<file path="src/hw/rtl/wtmt_pkg.sv">
// ----------------------------------------------------------------------------
// wtmt_pkg
// Shared types, constants and helper functions of the weighted tail
// membership tracker: request and result payloads, the update wave that
// runs down the cell chain, event codes and saturating arithmetic.
// ----------------------------------------------------------------------------
package wtmt_pkg;

   localparam int TABLE_DEPTH = 32;
   localparam int IDX_W       = $clog2(TABLE_DEPTH);
   localparam int CNT_W       = $clog2(TABLE_DEPTH + 1);
   localparam int WGT_W       = 37;
   localparam int FRAC_W      = 16;
   localparam int THR_W       = WGT_W + FRAC_W;

   localparam logic [WGT_W-1:0] WGT_MAX = {WGT_W{1'b1}};

   localparam logic CSR_LOW_TAIL  = 1'b0;
   localparam logic CSR_TAIL_FRAC = 1'b1;

   localparam logic              LOW_TAIL_RESET  = 1'b1;
   localparam logic [FRAC_W-1:0] TAIL_FRAC_RESET = 16'd6554;

   typedef enum logic [1:0] {
      ST_IDLE,
      ST_MULT,
      ST_RUN,
      ST_DONE
   } wtmt_state_type;

   typedef enum logic [2:0] {
      EV_JOIN  = 3'd0,
      EV_LEAVE = 3'd1,
      EV_DONE  = 3'd2,
      EV_FULL  = 3'd3,
      EV_SKIP  = 3'd4
   } wtmt_event_type;

   typedef struct packed {
      logic signed [31:0] sample_z;
      logic [31:0]        sample_weight;
      logic               z_invalid;
   } wtmt_req_type;

   typedef struct packed {
      logic [4:0]     entry_index;
      wtmt_event_type event_kind;
      logic [5:0]     entry_count;
      logic           last;
   } wtmt_rsp_type;

   typedef struct packed {
      logic               active;
      logic [CNT_W-1:0]   remain;
      logic signed [31:0] z;
      logic [31:0]        w;
      logic               low_mode;
      logic [THR_W-1:0]   thresh;
      logic [WGT_W-1:0]   miss;
   } wtmt_wave_type;

   typedef struct packed {
      logic slot;
      logic change;
      logic leave;
      logic is_last;
   } wtmt_evt_type;

   function automatic logic [WGT_W-1:0] sat_add(input logic [WGT_W-1:0] a,
                                                 input logic [WGT_W-1:0] b);
      logic [WGT_W:0] s;
      s = {1'b0, a} + {1'b0, b};
      return s[WGT_W] ? WGT_MAX : s[WGT_W-1:0];
   endfunction

   function automatic logic in_tail(input logic [WGT_W-1:0] cum,
                                    input logic [THR_W-1:0] thresh);
      return {cum, {FRAC_W{1'b0}}} < thresh;
   endfunction

endpackage

</file>
<file path="src/hw/rtl/wtmt_cell.sv">
// ----------------------------------------------------------------------------
// wtmt_cell
// One table entry. Holds Z, weight, cumulative weight and tail flag; updates
// itself as the wave passes, writes the new entry when the wave ends here,
// and otherwise hands the wave to the next cell in the next cycle.
// ----------------------------------------------------------------------------
module wtmt_cell (
   input  logic                   clock,
   input  logic                   reset,
   input  wtmt_pkg::wtmt_wave_type wave_in,
   output wtmt_pkg::wtmt_wave_type wave_out,
   output wtmt_pkg::wtmt_evt_type  evt_out
);

   logic signed [31:0]            z_ff, z_in;
   logic [31:0]                   weight_ff, weight_in;
   logic [wtmt_pkg::WGT_W-1:0]    cum_ff, cum_in;
   logic                          flag_ff, flag_in;
   wtmt_pkg::wtmt_wave_type       fwd_ff, fwd_in;
   wtmt_pkg::wtmt_evt_type        evt_ff, evt_in;
   logic                          hit;
   logic                          member;

   always_comb begin
      hit        = wave_in.low_mode ? (z_ff > wave_in.z) : (z_ff < wave_in.z);
      z_in       = z_ff;
      weight_in  = weight_ff;
      cum_in     = cum_ff;
      flag_in    = flag_ff;
      member     = 1'b0;
      fwd_in     = wave_in;
      evt_in     = '0;
      fwd_in.active = 1'b0;
      if (wave_in.active) begin
         evt_in.slot = 1'b1;
         if (wave_in.remain == '0) begin
            // new entry lands here; the wave ends
            z_in           = wave_in.z;
            weight_in      = wave_in.w;
            cum_in         = wtmt_pkg::sat_add(wtmt_pkg::WGT_W'(wave_in.w), wave_in.miss);
            member         = wtmt_pkg::in_tail(cum_in, wave_in.thresh);
            flag_in        = member;
            evt_in.change  = member;
            evt_in.leave   = 1'b0;
            evt_in.is_last = 1'b1;
         end else begin
            if (hit) begin
               cum_in = wtmt_pkg::sat_add(cum_ff, wtmt_pkg::WGT_W'(wave_in.w));
            end else begin
               fwd_in.miss = wtmt_pkg::sat_add(wave_in.miss,
                                               wtmt_pkg::WGT_W'(weight_ff));
            end
            member        = wtmt_pkg::in_tail(cum_in, wave_in.thresh);
            flag_in       = member;
            evt_in.change = member != flag_ff;
            evt_in.leave  = flag_ff;
            fwd_in.active = 1'b1;
            fwd_in.remain = wave_in.remain - wtmt_pkg::CNT_W'(1);
         end
      end
   end

   always_ff @(posedge clock) begin
      z_ff      <= z_in;
      weight_ff <= weight_in;
      cum_ff    <= cum_in;
   end

   always_ff @(posedge clock) begin
      if (reset) begin
         flag_ff <= 1'b0;
         fwd_ff  <= '0;
         evt_ff  <= '0;
      end else begin
         flag_ff <= flag_in;
         fwd_ff  <= fwd_in;
         evt_ff  <= evt_in;
      end
   end

   assign wave_out = fwd_ff;
   assign evt_out  = evt_ff;

endmodule

</file>
<file path="config.mk">
export PLATFORM = sky130hd
export DESIGN_NAME = wtmt_cell
export DESIGN_NICKNAME = d
export VERILOG_FILES = /design/src/hw/rtl/wtmt_pkg.sv /design/src/hw/rtl/wtmt_cell.sv
export SDC_FILE = /design/constraint.sdc
export NUM_CORES = 1
export LEC_CHECK = 0
export ABC_CLOCK_PERIOD_IN_PS = 8200
export BUFFER_PORTS_ARGS = -buffer_cell sky130_fd_sc_hd__buf_2
export CORE_AREA = 2 2 171 173
export DETAILED_ROUTE_END_ITERATION = 6
export DIE_AREA = 0 0 173 175
export PLACE_DENSITY = 0.84
export SYNTH_ARGS = -nofsm -noshare
export SYNTH_HDL_FRONTEND = slang
export SYNTH_SLANG_ARGS = --single-unit
</file>
<file path="constraint.sdc">
create_clock -name clock -period 8.2 [get_ports clock]
set_input_delay 0.82 -clock clock [delete_from_list [all_inputs] [get_ports clock]]
set_output_delay 0.82 -clock clock [all_outputs]
set_load 0.1 [all_outputs]
</file>
; ---- Word level (Yosys, flattened, before mapping)
; Cells that the tools add are included.
[word_totals]
reg_bits = 268
input_bits = 164
out_inout_bits = 166
wordCells = 46
[op_classes]
addsub = 4
n_lt_le_gt_ge = 4
n_eq_ne = 1
muxes = 17
bitwise_logic = 1
n_reduce_logical = 4
[ops]
columns = operator, count
row1 = $mux W37, 10
row2 = $lt A53 B53 Y1, 2
row3 = $add A37 B32 Y38, 2
row4 = $add A32 B37 Y38, 1
row5 = $gt A32 B32 Y1, 1
row6 = $lt A32 B32 Y1, 1
row7 = $mux W7, 1
row8 = $logic_not A6 Y1, 1
row9 = $mux W6, 1
row10 = $sub A6 B1 Y6 const B, 1
row11 = $mux W4, 1
row12 = $mux W1, 3
row13 = $reduce_or A3 Y1, 1
row14 = $mux W2, 1
row15 = $reduce_and A2 Y1, 1
row16 = $reduce_or A2 Y1, 1
row17 = $ne A1 B1 Y1, 1
row18 = $not A1 Y1, 1

; ---- Depth between registers and ports, before layout
[depth]
depth_word = 9
mapped_depth = 23
depth_no_buf = 22

; ---- Worst setup path before layout
; No wires, ideal clock.
[synth_timing]
path_type = input-to-reg
from = in wave_in[91] (netlist bit)
to = reg evt_ff, in the netlist evt_out[2]
arrival_time_ns = 4.721
slack_ns = 3.383
cell_stages = 21
n_path_buf = 0
cell_sequence = ha_1 -> inv_1 -> fa_1 -> nand2b_1 -> a21oi_1 -> o211ai_1 -> a2111oi_0 -> o21ai_0 -> nand2_1 -> xor2_1 -> o22a_1 -> ha_1 -> a21o_1 -> a21o_1 -> a21oi_1 -> nand2b_1 -> a21oi_1 -> o211ai_1 -> a2111oi_0 -> a21oi_1 -> a221oi_1
[synth_between]
elab_chain_len = 8
[synth_rtl]
columns = element, line_no
row1 = start: declaration, wtmt_cell.sv:10  ; input wtmt_pkg::wtmt_wave_type wave_in,
row2 = $add A37 B32 Y38, wtmt_pkg.sv:72  ; s = {1'b0, a} + {1'b0, b};
row3 = $mux W37, wtmt_pkg.sv:73  ; return s[WGT_W] ? WGT_MAX : s[WGT_W-1:0];
row4 = $mux W37, wtmt_cell.sv:47  ; if (hit) begin
row5 = $mux W37, wtmt_cell.sv:36  ; if (wave_in.remain == '0) begin
row6 = $mux W37, wtmt_cell.sv:34  ; if (wave_in.active) begin
row7 = $lt A53 B53 Y1, wtmt_pkg.sv:78  ; return {cum, {FRAC_W{1'b0}}} < thresh;
row8 = $ne A1 B1 Y1, wtmt_cell.sv:55  ; evt_in.change = member != flag_ff;
row9 = $mux W2 *, wtmt_cell.sv:36
row10 = end signal: assignment, wtmt_cell.sv:77  ; evt_ff <= evt_in;
row11 = end: declaration, wtmt_cell.sv:20  ; wtmt_pkg::wtmt_evt_type evt_ff, evt_in;
; Mark *: on every way between the ends. The rest lies on a longest branch, timed or not. The select of a mux whose other input is x is not followed.
; A chain may end at the register's enable or synchronous reset.

; ---- Worst setup path in the final report
[layout_timing]
from = in wave_in[148] (netlist bit)
to = reg evt_ff, in the netlist evt_out[2]
[layout_between]
elab_chain_len = 8
[layout_rtl]
columns = element, line_no
row1 = $lt A32 B32 Y1 / $gt A32 B32 Y1 (equally long branches), wtmt_cell.sv:25  ; hit = wave_in.low_mode ? (z_ff > wave_in.z) : (z_ff < wave_in.z);
row2 = $mux W1 *, wtmt_cell.sv:25
row3 = $mux W37 *, wtmt_cell.sv:47
row4 = $mux W37 *, wtmt_cell.sv:36
row5 = $mux W37 *, wtmt_cell.sv:34
row6 = $lt A53 B53 Y1 *, wtmt_pkg.sv:78
row7 = $ne A1 B1 Y1 *, wtmt_cell.sv:55
row8 = $mux W2 *, wtmt_cell.sv:36
; Marked as above.

==> summary.md <==
| Metric | Value |
|---|---|
| Post-route cell area | 0.0198 mm² |
| Register area share after synthesis | 37.8% |
| Post-synth top area share | 19.8% |
| DR vias | 15200 |
| Initial core utilization | 59.5% |
| CP endpoint kind | flop |
| Chip width | 173 µm |
| CTS H-Tree Depth | 1 |
| Mapped cell area | 0.0169 mm² |
| Status | complete, no violations |
| Layout Cells excl Fill | 2524 |
| CP Class | primary input to flop |
| Syn_nets | 2166 |
| Logic gate share of total power | 37.2% |
| Register area | 0.00638 mm² |
| Leakage | 9.30 nW |
| Critical path fanouts, max | 26 |
| RSZ-0062 raised after global routing | no |
| Share of cells above drive strength 1 | 22.5% |
| Clk sinks | 268 |
| Actual slew at the worst max-slew pin | 1.03 ns |
| Initial antenna violation count | 7 |
| Drt total wl | 49400 µm |
| Final Cycle Share | 71.8% |
| Total CTS buffers | 29 |
| Dpl cells | 2462 |
| Pwr Density | 229 mW/mm² |
| Worst Reg-to-Reg Cells | 19 |
| Row cnt | 62 |
| Die area | 0.0303 mm² |
| Detailed Place HPWL | 37800 µm |
| CORE AREA | 0.0284 mm² |
| Setup-failing EPs final | 0 |
| Initial DRT Pass Iterations | 5 |
| DRT iter0 DRCs | 1281 |
| Clock share of power | 29.1% |
| Hold Fails Final Rpt | 0 |
| EDFF count, synth | 101 |
| GP Congestion | 0.944 |
| Cts repair resizes | 0 |
| CP required | 8.67 ns |
| Die height | 175 µm |
| Synthesized area per cell | 9.40 µm² |
| FMAX | 170 MHz |
| Vias in the first global route | 14900 |
| Area contributors post-synth | dfxtp_1 (20%), edfxtp_1 (18%), ha_1 (15%) |
| Gr usage total | 31.4% |
| CTS tree | built |
| P&R area growth vs syn | 17.5% |
| First-pass GRT wire length | 76900 µm |
| PortBufs | 329 |
| Internal power | 2.82 mW |
| Setup TNS | 0 ns |
| Psw | 1.72 mW |
| Cells on Worst Hold Path | 1 |
| Sw Share | 38.0% |
| Maximum clock path buffer count | 3 |
| Post-Route Skew | 0.0131 ns |
| Synth Flop Type | dfxtp_1 |
| Ports | 330 |
| Max-cap viol count | 0 |
| Worst hold-check path type | primary input to flop |
| Fillers | 2221 |
| Relative slew slack | 29.5% |
| Worst-path clk slew | 0.06 ns |
| Maximum vdd drop | 0.177 mV |
| Ys Warns | 0 |
| Yosys top cell by area | dfxtp_1 |
| Footprint of the multi-input gates | 0.00986 mm² |
| Critical path origin | wave_in[148] |
| Type of origin of the critical path | primary input |
| DP Area | 0.0188 mm² |
| Remaining global-route overflow | 0 |
| Number of remaining DRC errors | 0 |
| R2r startpoint | z_ff[25] |
| FF+latch count, synth | 268 |
| DR vias/cell | 6.03 |
| Later-pin clock latency in the skew report | 0.57 ns |
| Post-layout nets | 2479 |
| Largest net degree at the start of global routing | 72 |
| Register share of total power | 33.7% |
| Post-CTS Setup Repair Bufs | 0 |
| Root Buffer | clkbuf_16 |
| Fin crit period | 5.89 ns |
| Yosys cell types | 95 |
| Cts hold-fix bufs | 0 |
| Crit path DAT | 6.36 ns |
| Antenna Violating Nets Remaining | 0 |
| Wire length per cell | 19.6 µm |
| Cell count after synthesis | 1796 |
| Async SR Flop Fraction | 0% |
| Slew Limit Fails | 0 |
| Hold Crit Start | wave_in[129] |
sequential cells by signal, indices dropped and copies added (netlist names):
name       cells
wave_out     162
cum_ff        37
weight_ff     32
z_ff          32
evt_out        4
flag_ff        1
path summary, 6_finish.rpt:
| kind | end | slack [ns] |
|---|---|---|
| setup reg to reg | evt_out[2] | 2.33 |
| hold reg to reg | evt_out[2] | 0.55 |
| hold / removal | z_ff[6] | 0.44 |
| setup / recovery | evt_out[2] | 2.31 |
power by group through the flow:
| stage | clock, mW | sequential, mW | combinational (mW) |
|---|---|---|---|
| after floorplan | 0 | 1.92 | 0.907 |
| after global placement | 0 | 1.55 | 1.60 |
| after detailed placement | 0 | 1.56 | 1.65 |
| after CTS | 1.34 | 1.53 | 1.66 |
| after global routing | 1.39 | 1.54 | 1.82 |
| final | 1.32 | 1.53 | 1.69 |
layer usage:
layer,up-vias,global-route usage [%],part of all wire (%)
met1,7153,39.4,41
met2,741,54.4,48
met3,145,4.55,7.2
met4,0,13.0,4.3
li1,7170,-,-
met5,-,0,0
layout make-up:
class / instances / area share, %
clock inverters: 14 / 0.631
diodes: 8 / 0.101
clock buffers: 40 / 4.28
inverters: 107 / 2.02
repair buffers: 339 / 8.69
well taps: 384 / 2.42
multi-input cells: 1364 / 49.7
flip-flops and latches: 268 / 32.1
synth_stat cells (5+ instances only):
| cell | n |
|---|---|
| a2111oi_0 | 8 |
| a211oi_1 | 13 |
| a21o_1 | 64 |
| a21oi_1 | 127 |
| a311oi_1 | 34 |
| a31oi_1 | 26 |
| a31oi_2 | 7 |
| and2_1 | 8 |
| and3_1 | 24 |
| buf_2 | 14 |
| clkbuf_1 | 35 |
| dfxtp_1 | 167 |
| edfxtp_1 | 101 |
| ha_1 | 203 |
| inv_1 | 107 |
| mux2_2 | 31 |
| nand2_1 | 86 |
| nand2b_1 | 41 |
| nand3_1 | 39 |
| nand4_1 | 24 |
| nor2_1 | 198 |
| nor2b_1 | 70 |
| nor3_1 | 15 |
| nor4_1 | 8 |
| o211ai_1 | 16 |
| o21a_1 | 17 |
| o21ai_0 | 70 |
| o21bai_1 | 13 |
| o22a_1 | 11 |
| o31ai_1 | 6 |
| or2_1 | 5 |
| or2_2 | 14 |
| or3_1 | 7 |
| xnor2_1 | 43 |
| xor2_1 | 41 |
critical path, cell delays in order:
cell and delay (ns):
buf_2 0.09, inv_1 0.05, ha_1 0.32, a21oi_1 0.15
nor2_1 0.06, a211oi_1 0.38, o211ai_1 0.20, nor4_2 0.54
or2_2 0.71, nand2_2 0.39, o22a_1 0.32, ha_1 0.31
a21o_1 0.17, a21o_1 0.18, a21oi_1 0.16, o211ai_1 0.15
a21oi_1 0.18, o211ai_1 0.17, a2111oi_0 0.60, a21oi_1 0.14
a221oi_1 0.26
per-stage QoR:
| step | worst slack [ns] | power [mW] | hold slack, ns | util [%] |
|---|---|---|---|---|
| floorplan | 3.38 | 2.82 | 0.465 | - |
| global placement | 2.13 | 3.16 | 0.517 | 66.4 |
| detailed placement | 1.92 | 3.20 | 0.530 | 66.4 |
| CTS | 2.43 | 4.53 | 0.420 | 69.8 |
| global route | 1.94 | 4.74 | 0.426 | 69.9 |
| finish | 2.31 | 4.54 | 0.438 | 69.9 |
placed cells by master (no fill, tap or decap), types with 24 or more instances in the layout:
cell type / n
buf_2: 328
ha_1: 203
nor2_1: 197
dfxtp_1: 167
a21oi_1: 126
inv_1: 107
edfxtp_1: 101
nand2_1: 86
o21ai_0: 70
nor2b_1: 70
a21o_1: 64
xnor2_1: 43
nand2b_1: 41
xor2_1: 41
nand3_1: 39
a311oi_1: 34
mux2_2: 31
clkbuf_16: 31
a31oi_1: 26
nand4_1: 24
and3_1: 24
cell families (layout without fill, tap and decap cells):
logic type / after synthesis / after routing / share of synthesized area [%]
multiplexers: 37 / 37 / 2.48
AND/OR/NAND/NOR: 565 / 565 / 16.8
other: 0 / 8 / 0
XOR/XNOR: 84 / 84 / 4.36
flip-flops: 268 / 268 / 37.8
AO/OA/AOI/OAI: 472 / 472 / 19.3
buffers and inverters: 164 / 500 / 3.95
adder cells (fa/ha/maj): 206 / 206 / 15.4
No activity file was read; power rests on OpenSTA's default activity.
